<file path="config.mk">
export PLATFORM = sky130hd
export DESIGN_NAME = ccpe_mac_lane
export DESIGN_NICKNAME = d
export VERILOG_FILES = /design/src/ccpe_pkg.sv /design/src/ccpe_mac_lane.sv
export SDC_FILE = /design/constraint.sdc
export NUM_CORES = 2
export LEC_CHECK = 0
export ABC_CLOCK_PERIOD_IN_PS = 13000
export BUFFER_PORTS_ARGS = -buffer_cell sky130_fd_sc_hd__buf_4
export CELL_PAD_IN_SITES_DETAIL_PLACEMENT = 1
export CELL_PAD_IN_SITES_GLOBAL_PLACEMENT = 1
export CORE_UTILIZATION = 30
export DETAILED_ROUTE_END_ITERATION = 8
export GPL_TIMING_DRIVEN = 0
export PLACE_DENSITY = 0.54
export SETUP_SLACK_MARGIN = 0.5
export SYNTH_ARGS = -nofsm -noshare
export SYNTH_HDL_FRONTEND = slang
export SYNTH_SLANG_ARGS = --single-unit
</file>
<file path="constraint.sdc">
create_clock -name clock -period 13 [get_ports clock]
set_input_delay 2.6 -clock clock [delete_from_list [all_inputs] [get_ports clock]]
set_output_delay 2.6 -clock clock [all_outputs]
set_load 0.03 [all_outputs]
</file>
<file path="src/ccpe_pkg.sv">
// Package: widths, types and constants shared by the cubic curve point evaluator.
package ccpe_pkg;

   localparam int FRAC_BITS = 16;
   localparam int T_W       = FRAC_BITS + 1;
   localparam int CW        = 32;
   localparam int VW        = CW + 6;
   localparam int PW        = VW + T_W + 1;

   localparam logic [T_W-1:0] T_ONE = {1'b1, {FRAC_BITS{1'b0}}};

   localparam logic KIND_BEZIER  = 1'b0;
   localparam logic KIND_CATMULL = 1'b1;

   localparam logic signed [CW-1:0] SAT_MAX = {1'b0, {(CW-1){1'b1}}};
   localparam logic signed [CW-1:0] SAT_MIN = {1'b1, {(CW-1){1'b0}}};

   typedef logic signed [CW-1:0] coord_type;
   typedef logic signed [VW-1:0] val_type;
   typedef logic [T_W-1:0]       tpar_type;

   typedef struct packed {
      logic     kind;
      tpar_type t;
      val_type  c2;
      val_type  d2;
   } side_type;

endpackage

</file>
<file path="src/ccpe_mac_lane.sv">
// Two-stage multiply by t, round half up, and add lane.
module ccpe_mac_lane (
   input  logic               clock,
   input  logic               en,
   input  ccpe_pkg::tpar_type t,
   input  ccpe_pkg::val_type  x,
   input  ccpe_pkg::val_type  addend,
   output ccpe_pkg::val_type  result
);
   import ccpe_pkg::*;

   localparam logic signed [PW-1:0] HALF = PW'(1) << (FRAC_BITS - 1);

   logic signed [PW-1:0] prod_in, prod_ff;
   val_type              addend_ff;
   logic signed [PW-1:0] rnd;
   logic signed [PW-1:0] shifted;
   val_type              result_in, result_ff;

   assign prod_in   = PW'(x) * PW'($signed({1'b0, t}));
   assign rnd       = prod_ff + HALF;
   assign shifted   = rnd >>> FRAC_BITS;
   assign result_in = addend_ff + $signed(shifted[VW-1:0]);
   assign result    = result_ff;

   always_ff @(posedge clock) begin
      if (en) begin
         prod_ff   <= prod_in;
         addend_ff <= addend;
         result_ff <= result_in;
      end
   end

endmodule

</file>
Word-level counts from Yosys, hierarchy flattened
Cells that the tools add are included.
{"block": "totals", "regBits": 130, "inputBits": 95, "output_inout_bits": 38, "wordCells": 6}
{"block": "op_classes", "n_addsub": 2, "mul": 1}
{"operator": "adder 54 x 17 -> 54 bit, second input constant", "count": 1}
{"operator": "multiplier 38 x 18 -> 54 bit", "count": 1}
{"operator": "adder 38 bit", "count": 1}

Depth between registers and ports, before layout
{"block": "logic_depth", "ltp_word": 2, "mapped_depth": 25, "depth_no_buf": 23}

Worst setup path before layout
OpenSTA, ideal clock, no wires.
{"block": "synth_path", "path_type": "input to register", "startpoint": "in t[9]", "endpoint": "reg prod_ff[52] (data pin)", "t_arrival_ps": 8345, "required_time_ps": 12741, "path_slack_ps": 4396, "cell_stages": 22, "path_buffers": 2, "path_cell_list": "clkbuf_1 clkbuf_1 nand2_1 fa_1 inv_1 fa_1 fa_1 fa_1 fa_1 inv_1 fa_1 inv_1 ha_1 a21o_1 a21oi_1 o21a_1 o41a_1 or2_2 a211oi_2 o31ai_4 nor2b_4 xnor2_2"}
{"block": "synth_via", "elab_chain_len": 1}
{"item": "start, declared", "line_no": "ccpe_mac_lane.sv:5", "text": "input ccpe_pkg::tpar_type t,"}
{"item": "multiplier 38 x 18 -> 54 bit", "line_no": "ccpe_mac_lane.sv:20", "text": "assign prod_in = PW'(x) * PW'($signed({1'b0, t}));"}
{"item": "named net prod_in[52]", "line_no": "ccpe_mac_lane.sv:14", "text": "logic signed [PW-1:0] prod_in, prod_ff;"}
{"item": "end signal, assigned", "line_no": "ccpe_mac_lane.sv:28", "text": "prod_ff <= prod_in;"}
{"item": "end, declared", "line_no": "ccpe_mac_lane.sv:14"}
The timed path passes the listed nets, and every way through them passes these cells.
A chain may end at the register's enable or synchronous reset.

Final worst setup path
{"block": "layout_path", "startpoint": "in t[6]", "endpoint": "reg prod_ff[50] (data pin)"}
The elaborated chain is that of the path after synthesis.

==> key figures <==
Outcome
  • Status: finished clean

Final layout
  • Share of layout cells above drive strength 1: 0.0583
  • Final nets: 3861
  • Area Growth Syn to Fin: 10.9%
  • Finished Cell Area: 30200 sq um
  • Final Core Density: 0.336

STA
  • Min Hold Slack: 0.561 ns
  • RSZ-0062 raised after global routing: no
  • Slew margin rel.: 0.205
  • Min Clock Period, post-route: 9.97 ns
  • Final Hold Vio Count: 0
  • Worst slew pin tran: 1.19 ns
  • Final worst-path cycle share: 0.767
  • Setup-failing EPs final: 0
  • FMAX: 100 MHz
  • TNS Setup: 0 ns
  • Worst-case clock skew: 0.00866 ns
  • Slew Limit Fails: 0

Clock network
  • Root buf cell: clkbuf_16
  • Clk_lat worst skew: 0.43 ns
  • Clock sinks: 115
  • CTS tree: yes
  • Postcts setup bufs: 0
  • Clk buf depth: 2
  • Clock transition at path regs: 0.05 ns
  • CTS buffer count: 17
  • Post-CTS sizing: 0
  • Cts hold-fix bufs: 0
  • H-tree lvl count: 4

Die
  • Die width: 303 um
  • Initial Utilization: 0.302
  • Die ar.: 91900 sq um
  • # rows: 110
  • I/O pin total: 133
  • Die Ht: 303 um
  • Core area: 90000 sq um

Placement
  • Placer Congestion: 0.909
  • Detailed placement HPWL: 76600 um
  • I/O Buffers: 117
  • Placed Area: 29600 sq um

GRT
  • Gr usage total: 0.203
  • Initial antenna violation count: 1
  • Vias in the first global route: 22400
  • Largest net degree at the start of global routing: 116
  • First-pass GRT wire length: 139000 um
  • GR Overflow Total: 0

Logic synthesis
  • Synth Area in Compound Gates: 0.0588
  • Largest family of logic cells by synthesized area: adder cells
  • Sequential-to-total area share from yosys stat: 0.127
  • Gate Count Post-Synth: 2871
  • Post-Synth Simple-Gate Area: 0.154
  • Top-area cell type share of the netlist area: 0.440
  • Synth area leaders: fa_1, edfxtp_1, inv_1
  • Synth Warn #: 0
  • Top FF cell, synth: edfxtp_1
  • Adder-Cell Fraction of Synth Area: 0.513
  • Netlist cell types: 74
  • Synth Register Bits: 115
  • Synth Net Count: 3724
  • Synthesized area per cell: 9.48 sq um
  • Mux contribution to synthesized area: 0
  • Synth async-reset ratio: 0
  • XOR/XNOR Fraction of Synth Area: 0.0386
  • Post-synth EDFFs: 115
  • Area of the mapped netlist: 27200 sq um
  • Area leader, netlist: fa_1

Detailed routing
  • DRT Pass-1 Iters: 5
  • Met2 Routed Length: 41100 um
  • DRT antenna net count: 0
  • Top sig layer: met5
  • DRC: 0
  • Post-Route WL: 90700 um
  • Vias per inst: 4.68
  • Initial DRC Count: 899
  • Via count: 19600
  • Routed wl met3: 3390 um
  • Wl on met1: 44100 um
  • DR WL/cell: 21.6 um

Worst setup path
  • Crit-path max FO: 11
  • Startpoint Class: input pin
  • Crit path DAT: 10.13 ns
  • R2R setup slack: 7.71 ns
  • Worst setup path class: in2reg
  • CP max stage cell: clkbuf_1
  • WP data required: 13.16 ns
  • Critical Path Sink Type: flop
  • CP max stage delay: 0.91 ns
  • CP Cell Sequence: clkbuf_1 > clkbuf_1 > and2_1 > fa_1 > inv_1 > fa_1 > fa_1 > inv_1 > fa_1 > fa_1 > inv_1 > fa_1 > inv_1 > ha_1 > a21oi_2 > a21oi_1 > o21ai_0 > a311oi_2 > o311ai_4 > a21oi_1 > a211o_1 > a211oi_1 > nor3_1
  • Crit path top cell by count: fa_1

Flow run
  • MaxCap Viol Count: 0

Worst hold path
  • Hold Path Class: reg2reg
final timing paths:
| check | startpoint | to | cells past startpoint |
|---|---|---|---|
| max | t[6] | prod_ff[50] | 23 |
| min | addend_ff[0] | result[0] | 1 |
| max reg2reg | prod_ff[17] | result[35] | 17 |
| min reg2reg | addend_ff[0] | result[0] | 1 |
per-layer routing:
layer | track usage | vias to the layer above
met2 | 0.329 | 440
met3 | 0.0174 | 84
met4 | 0.0513 | 4
met5 | 0 | -
met1 | 0.293 | 10300
li1 | - | 8857
cell families after synthesis:
logic type	count (synthesis)
buffers and inverters	785
AND/OR/NAND/NOR	869
AO/OA/AOI/OAI	225
flip-flops	115
adder cells (fa/ha/maj)	758
XOR/XNOR	119
final cells by class:
cell class	instances	area, sq um
Antenna cell	1	2.50
Multi-Input combinational cell	1971	20800
Timing Repair Buffer	118	910
Clock buffer	18	429
Fill cell	10500	59800
Inverter	676	2540
Clock inverter	12	165
Tap cell	1176	1470
Sequential cell	115	3450
Buffer	109	409
cells in the mapped netlist, types with 3 or more instances:
cell,count
a211oi_2,4
clkbuf_1,109
xor2_1,42
ha_1,160
o21ai_1,3
nor2b_1,6
a31oi_1,7
o31ai_1,8
or3_1,4
fa_1,598
and3_1,18
a211oi_1,8
o21a_1,8
nor3_1,12
and2_1,271
o211ai_1,5
edfxtp_1,115
o21ai_0,35
inv_1,676
nor2_1,48
o2111ai_1,3
xnor2_1,76
o21bai_1,7
and4_1,3
a21o_1,37
a21oi_1,64
nand2_1,450
nand3_1,25
nand4_1,15
registers in the layout, indices dropped and copies added (netlist names):
register,flops
addend_ff,38
prod_ff,39
result,38
critical path: cells and delay by family:
family	cells	cell delay, ns
AO/OA/AOI/OAI	8	1.97
adder cells (fa/ha/maj)	7	3.34
buffers and inverters	6	1.82
AND/OR/NAND/NOR	2	0.36
placed cells by master (no fill, tap or decap), types with 5 or more instances in the layout:
cell type  Yosys  routed
nor3_1        12      12
xor2_1        42      42
nor2_1        48      48
o21ai_0       35      35
fa_1         598     598
a21oi_1       64      64
o31ai_1        8       8
edfxtp_1     115     115
a31oi_1        7       7
a21o_1        37      37
and3_1        18      18
ha_1         160     160
inv_1        676     676
clkbuf_1     109     110
buf_4          0     116
nand2_1      450     450
clkbuf_16      0      17
nor2b_1        6       6
o211ai_1       5       5
and2_1       271     271
o21a_1         8       8
nand4_1       15      15
xnor2_1       76      76
o21bai_1       7       7
nand3_1       25      25
a211oi_1       8       8
stage by stage:
| step | worst slack (ns) | std cells |
|---|---|---|
| after floorplan | 4.40 | 2871 |
| after global placement | 2.69 | 4164 |
| after detailed placement | 2.62 | 4164 |
| after CTS | 3.09 | 4194 |
| after global routing | 2.79 | 4195 |
| final | 3.03 | 4196 |
Power is not shown: default switching activity piles up to over one toggle a cycle in this logic, so the estimate is an artifact.
